--- src/hdl/dvb_pkg.sv ---
// Shared types and constants for the delta variable-byte encoder.
// No dependencies; imported by dvb_emit and delta_varbyte_encoder.
package dvb_pkg;

    localparam int unsigned GROUP_BITS = 7;
    localparam int unsigned VALUE_BITS = 32;
    localparam int unsigned MAX_GROUPS = 5;
    localparam logic        CONT_FLAG  = 1'b1;

    typedef logic [VALUE_BITS-1:0] t_value;
    typedef logic [2:0]            t_idx;
    typedef logic [GROUP_BITS-1:0] t_group;

    typedef struct packed {
        logic   valid;
        t_value code;
        t_idx   top;
    } t_item;

    // Index of the most significant group that is emitted: floor(bitlength / 7).
    function automatic t_idx top_group(input t_value code);
        t_idx idx;
        idx = 3'd0;
        if (code[VALUE_BITS-1:6]  != '0) idx = 3'd1;
        if (code[VALUE_BITS-1:13] != '0) idx = 3'd2;
        if (code[VALUE_BITS-1:20] != '0) idx = 3'd3;
        if (code[VALUE_BITS-1:27] != '0) idx = 3'd4;
        return idx;
    endfunction

endpackage

--- src/hdl/dvb_emit.sv ---
// Byte emitter: holds one coded value and walks its 7-bit groups, top first.
// Depends on dvb_pkg for the item struct and group constants.
module dvb_emit (
    input  logic          i_clk,
    input  logic          i_rst_n,
    input  dvb_pkg::t_item i_item,
    output logic          o_take,
    output logic          o_valid,
    input  logic          i_stall,
    output logic [7:0]    o_out_byte,
    output logic          o_last_byte
);
    import dvb_pkg::*;

    logic   r_valid, n_valid;
    t_value r_code,  n_code;
    t_idx   r_idx,   n_idx;
    logic   w_fire;
    t_group w_group;

    assign w_fire = r_valid && !i_stall;
    assign o_take = !r_valid || (w_fire && r_idx == 3'd0);

    always_comb begin
        n_valid = r_valid;
        n_code  = r_code;
        n_idx   = r_idx;
        if (o_take) begin
            n_valid = i_item.valid;
            n_code  = i_item.code;
            n_idx   = i_item.top;
        end else if (w_fire) begin
            n_idx = r_idx - 3'd1;
        end
    end

    always_ff @(posedge i_clk) begin
        if (!i_rst_n) begin
            r_valid <= 1'b0;
        end else begin
            r_valid <= n_valid;
        end
        r_code <= n_code;
        r_idx  <= n_idx;
    end

    always_comb begin
        case (r_idx)
            3'd0:    w_group = r_code[6:0];
            3'd1:    w_group = r_code[13:7];
            3'd2:    w_group = r_code[20:14];
            3'd3:    w_group = r_code[27:21];
            3'd4:    w_group = {3'b000, r_code[31:28]};
            default: w_group = '0;
        endcase
    end

    assign o_valid     = r_valid;
    assign o_out_byte  = {w_group, (r_idx != 3'd0) ? CONT_FLAG : ~CONT_FLAG};
    assign o_last_byte = (r_idx == 3'd0);

endmodule

--- src/hdl/delta_varbyte_encoder.sv ---
// Delta variable-byte encoder, top level: input register, delta and group count.
// Depends on dvb_pkg and dvb_emit.
//
// Each request carries a 32-bit value and a flag that starts a new list. The
// first value of a list is coded as is; later values are coded as the
// difference from the previous value, modulo 2^32. A code of bit length L goes
// out as floor(L/7)+1 bytes, top 7-bit group first, the group in bits 7..1
// and a continuation flag in bit 0 on all but the final byte, which also
// raises o_last_byte. One byte leaves per cycle while i_stall is low, so a
// value goes out as 1 to 5 bytes on the one-byte result channel; the next
// request is taken into the input register while the current one is emitted,
// so there is no gap between values. Each value is held in r_a, then in u_emit.
module delta_varbyte_encoder (
    input  logic        i_clk,
    input  logic        i_rst_n,
    input  logic        i_valid,
    output logic        o_stall,
    input  logic [31:0] i_value,
    input  logic        i_first,
    output logic        o_valid,
    input  logic        i_stall,
    output logic [7:0]  o_out_byte,
    output logic        o_last_byte
);
    import dvb_pkg::*;

    t_value r_prev, n_prev;
    t_item  r_a,    n_a;
    t_value w_code;
    logic   w_take;
    logic   w_accept;

    assign w_accept = i_valid && !o_stall;
    assign o_stall  = r_a.valid && !w_take;
    assign w_code   = i_first ? i_value : i_value - r_prev;

    always_comb begin
        n_prev = r_prev;
        n_a    = r_a;
        if (w_take) begin
            n_a.valid = 1'b0;
        end
        if (w_accept) begin
            n_prev    = i_value;
            n_a.valid = 1'b1;
            n_a.code  = w_code;
            n_a.top   = top_group(w_code);
        end
    end

    always_ff @(posedge i_clk) begin
        if (!i_rst_n) begin
            r_prev    <= '0;
            r_a.valid <= 1'b0;
        end else begin
            r_prev    <= n_prev;
            r_a.valid <= n_a.valid;
        end
        r_a.code <= n_a.code;
        r_a.top  <= n_a.top;
    end

    dvb_emit u_emit (
        .i_clk       (i_clk),
        .i_rst_n     (i_rst_n),
        .i_item      (r_a),
        .o_take      (w_take),
        .o_valid     (o_valid),
        .i_stall     (i_stall),
        .o_out_byte  (o_out_byte),
        .o_last_byte (o_last_byte)
    );

    a_cont_matches_last: assert property (@(posedge i_clk) disable iff (!i_rst_n)
        o_valid |-> (o_out_byte[0] != o_last_byte))
        else $error("continuation flag disagrees with last byte");

    a_code_continues: assert property (@(posedge i_clk) disable iff (!i_rst_n)
        (o_valid && !i_stall && !o_last_byte) |=> o_valid)
        else $error("byte sequence broken before last byte");

    a_stall_only_full: assert property (@(posedge i_clk) disable iff (!i_rst_n)
        o_stall |-> (r_a.valid && o_valid))
        else $error("input stalled while a stage is free");

endmodule

--- config.mk ---
export PLATFORM = sky130hd
export DESIGN_NAME = delta_varbyte_encoder
export DESIGN_NICKNAME = d
export VERILOG_FILES = /design/src/hdl/dvb_pkg.sv /design/src/hdl/dvb_emit.sv /design/src/hdl/delta_varbyte_encoder.sv
export SDC_FILE = /design/constraint.sdc
export NUM_CORES = 1
export LEC_CHECK = 0
export ABC_AREA = 1
export BUFFER_PORTS_ARGS = -buffer_cell sky130_fd_sc_hd__buf_2
export CAP_MARGIN = 15
export CORE_ASPECT_RATIO = 2
export CORE_UTILIZATION = 55
export CTS_CLUSTER_SIZE = 30
export DETAILED_ROUTE_END_ITERATION = 12
export GPL_ROUTABILITY_DRIVEN = 0
export GPL_TIMING_DRIVEN = 0
export PLACE_DENSITY_LB_ADDON = 0.2
export SYNTH_ARGS = -nofsm -noshare
export SYNTH_HDL_FRONTEND = slang
export SYNTH_SLANG_ARGS = --single-unit
--- constraint.sdc ---
create_clock -name i_clk -period 3.76 [get_ports i_clk]
set_input_delay 0.376 -clock i_clk [delete_from_list [all_inputs] [get_ports i_clk]]
set_output_delay 0.376 -clock i_clk [all_outputs]
set_load 0.01 [all_outputs]
==> results.md <==
* Run status: completed
* Worst path cell trace: inv_1 -> ha_1 -> nand2_1 -> o21ai_4 -> inv_2 -> nand2_1 -> inv_2 -> nor2_4 -> buf_2
* Die footprint at 0.01256 mm^2
* Number of buffers added for setup after CTS at 0
* Crit Path Category: flop to flop
* Pins Over Slew Limit at 0
* Post-detailed-route count of antenna-violating nets at 0
* Register Area at 0.002783 mm^2
* Endpoint required time on the critical path at about 3700 ps
* Boundary pin count at 48
* Static Leakage at 3.606 nW
* TritonCTS sink count at 104
* Via total after detailed routing at 6002
* Nets at 1033
* Synth Instances at roughly 900
* Count of inserted antenna diode cells at 0
* VDD IR-drop max at around 300 uV
* Syn-to-layout area delta at 10.56%
* Final worst-path cycle share at 0.9093
* Antenna violations before repair at 0
* Crit path time final at about 3400 ps
* Data arrival at the endpoint of the critical path at 3400 ps
* Actual slew at the worst max-slew pin at 1085 ps
* Most frequently used flop master after synthesis: sky130_fd_sc_hd__edfxtp_1
* Core region area at 0.01177 mm^2
* GRT overflow at 0
* Max FO, Critical Path at 44
* Power Dens Cells at 425.7 mW/mm^2
* Die height at 157.5 um
* Chip Width at 79.74 um
* Final worst hold slack at 292.4 ps
* Number of storage elements in the synthesis netlist at between 100 and 150
* Half-perimeter wire length after detailed placement at 14.75 mm
* Global-route wire length before repair at 28.24 mm
* Largest net degree at the start of global routing at 45
* Top achievable clock speed at about 290 MHz
* RSZ-0062 raised after global routing: false
* Post-detailed-route wirelength per cell at 16.60 um
* Total negative setup slack at 0 ps
* Number of I/O port buffers at 46
* DRT Wirelength at 18.41 mm
* Via count of the first global-routing pass at about 5900
* Mean Syn Cell Area at approximately 7.4 um^2
* Fraction of final layout cells with drive strength greater than 1 at 0.1297
* Residual DRC at 0
* Global Route Usage Sum at 0.3091
* Number of max-cap violations at 0
* Number of CTS-inserted buffers at 9
* Async SR Flop Fraction at 0
* Clock transition at path regs at 80 ps
* Site row count at 56
* Worst relative slew slack at 0.2739
* Post-Syn Area at 0.006648 mm^2
* Number of endpoints with negative hold slack in the final report at 0
* Yosys cell types at 38
* Count of endpoints failing setup in the final report at 0
* Worst path max stage delay at 860 ps
* Setup crit start kind: flop
* Sequential fraction of the synthesis area at 0.4186
* Number of buffers between clock root and the deepest sink at 2
* Kind of cell with the highest combined delay on the critical path: buffers and inverters
* Maximum clock skew at final layout at 8.716 ps
* Critical path capture point type: flop
* Insertion delay to the later sink of the worst-skew pair at 360 ps
* Count of flip-flops with a built-in enable after synthesis at 70
* Total of hold buffers inserted after clock tree synthesis at 0
* Effective utilization at floorplan at 0.5647
* Number of gates given a new drive strength after cts at 0
* Slowest stage cell, crit path: sky130_fd_sc_hd__o21ai_4
* Routed vias/inst at 5.412
* CTS H-Tree Depth at 3
* Synth warnings at 0
* Bufs and invs on worst path at 4
* Type of the tightest min-delay check: input pin to flop
* Post-Synthesis Net Count at around 1000
* Cell at the root of the clock tree: sky130_fd_sc_hd__clkbuf_16
* TritonCTS clock tree: done
* Number of iterations in the first detailed-routing pass at 5
* Filler cell count at 1149
* Area of the multi-input gates at 0.003149 mm^2
* Count of routing violations after the opening detailed-route iteration at 442
[worst register-to-register path, stage by stage (launching register included)]
cell and delay [ps]:
sky130_fd_sc_hd__edfxtp_1 450, sky130_fd_sc_hd__inv_1 140, sky130_fd_sc_hd__ha_1 240, sky130_fd_sc_hd__nand2_1 160, sky130_fd_sc_hd__o21ai_4 860, sky130_fd_sc_hd__inv_2 60
sky130_fd_sc_hd__nand2_1 120, sky130_fd_sc_hd__inv_2 50, sky130_fd_sc_hd__nor2_4 130, sky130_fd_sc_hd__buf_2 810
[where the power goes]
| part | leakage, nW | switching, W | internal [W] | total [W] |
|---|---|---|---|---|
| clock network | 0.139 | 0.000454 | 0.000464 | 0.000918 |
| logic | 2.48 | 0.000546 | 0.000265 | 0.000810 |
| registers | 0.985 | 0.0000431 | 0.00136 | 0.00140 |
| total | 3.61 | 0.00104 | 0.00209 | 0.00313 |
[metrics by stage]
step | instance area, um^2 | util | cells | total power (W) | worst slack [ps]
2_1_floorplan | 6648 | - | 902 | 0.001970 | 887.1
4_1_cts | 7350 | 0.6244 | 1109 | 0.003133 | 309.2
3_3_place_gp | 7059 | 0.5997 | 1093 | 0.002198 | 422.8
5_1_grt | 7350 | 0.6244 | 1109 | 0.003284 | 25.59
3_5_place_dp | 7059 | 0.5997 | 1093 | 0.002220 | 326.2
6_report | 7350 | 0.6244 | 1109 | 0.003129 | 340.9
[kinds of logic (layout without fill, tap and decap cells)]
| logic type | after synthesis | count (layout) | synth area share |
|---|---|---|---|
| simple gates | 462 | 462 | 0.3053 |
| flops | 104 | 104 | 0.4186 |
| fa+ha+maj | 37 | 37 | 0.07077 |
| buf+inv | 183 | 245 | 0.1077 |
| compound gates | 113 | 113 | 0.09374 |
| xor+xnor | 3 | 3 | 0.003953 |
[cell type report]
| class | count | area share |
|---|---|---|
| Buffer | 17 | 0.01260 |
| Clock buffer | 9 | 0.03064 |
| Multi-Input combinational cell | 615 | 0.4285 |
| Tap cell | 145 | 0.02469 |
| Inverter | 166 | 0.08478 |
| Sequential cell | 104 | 0.3786 |
| Clock inverter | 7 | 0.008853 |
| Timing Repair Buffer | 46 | 0.03132 |
[cell usage after synthesis (3+ instances only)]
| master | instances | area [um^2] |
|---|---|---|
| sky130_fd_sc_hd__nand3_1 | 68 | 340.3 |
| sky130_fd_sc_hd__clkbuf_1 | 8 | 30.03 |
| sky130_fd_sc_hd__o21ai_0 | 46 | 230.2 |
| sky130_fd_sc_hd__nor2_2 | 7 | 43.79 |
| sky130_fd_sc_hd__nand2_2 | 21 | 131.4 |
| sky130_fd_sc_hd__or2_2 | 4 | 25.02 |
| sky130_fd_sc_hd__and2_1 | 3 | 18.77 |
| sky130_fd_sc_hd__ha_1 | 36 | 450.4 |
| sky130_fd_sc_hd__dfxtp_1 | 34 | 680.7 |
| sky130_fd_sc_hd__buf_2 | 6 | 30.03 |
| sky130_fd_sc_hd__a21oi_1 | 52 | 260.3 |
| sky130_fd_sc_hd__nand3b_1 | 10 | 75.07 |
| sky130_fd_sc_hd__nor2_1 | 52 | 195.2 |
| sky130_fd_sc_hd__nand2_1 | 274 | 1028 |
| sky130_fd_sc_hd__edfxtp_1 | 70 | 2102 |
| sky130_fd_sc_hd__nor3_1 | 6 | 30.03 |
| sky130_fd_sc_hd__inv_2 | 11 | 41.29 |
| sky130_fd_sc_hd__nand4_1 | 9 | 56.30 |
| sky130_fd_sc_hd__nand3_2 | 3 | 30.03 |
| sky130_fd_sc_hd__a21oi_2 | 3 | 26.28 |
| sky130_fd_sc_hd__inv_1 | 153 | 574.3 |
| sky130_fd_sc_hd__o21bai_1 | 4 | 30.03 |
[state kept, by name (all words and copies together) (netlist names)]
name / flops
r_a: 36
u_emit.o_valid: 1
r_prev: 32
u_emit.r_idx: 3
u_emit.r_code: 32
[path summary, 6_finish.rpt]
path / start / end / slack (ps) / cells past startpoint
setup / recovery: u_emit.r_idx[0] / r_a[16] / 340 / 9
setup reg to reg: u_emit.r_idx[0] / r_a[16] / 340 / 9
hold reg to reg: r_a[4] / u_emit.r_code[1] / 420 / 0
hold / removal: i_value[28] / r_prev[28] / 290 / 3
[cells in the final DEF (no fill, tap or decap), drive strengths merged]
cell | Yosys | layout
a21boi | 1 | 1
a21oi | 55 | 55
a221o | 2 | 2
a221oi | 2 | 2
and2 | 3 | 3
buf | 6 | 52
clkbuf | 11 | 20
clkinv | 2 | 5
clkinvlp | 0 | 1
dfxtp | 34 | 34
edfxtp | 70 | 70
fa | 1 | 1
ha | 36 | 36
inv | 164 | 167
nand2 | 296 | 296
nand3 | 71 | 71
nand3b | 11 | 11
nand4 | 9 | 9
nor2 | 61 | 61
nor3 | 7 | 7
o21a | 1 | 1
o21ai | 47 | 47
o21bai | 4 | 4
o31ai | 1 | 1
or2 | 4 | 4
xnor2 | 2 | 2
xor2 | 1 | 1
[layer usage]
layer | up-vias | global-route usage | routed length (um)
met5 | - | 0 | 0
met4 | 0 | 0.2168 | 1342
met3 | 86 | 0.04638 | 656
met2 | 163 | 0.6020 | 10250
met1 | 2756 | 0.2768 | 6160
li1 | 2997 | - | -
(Power assumes the default switching activity.)
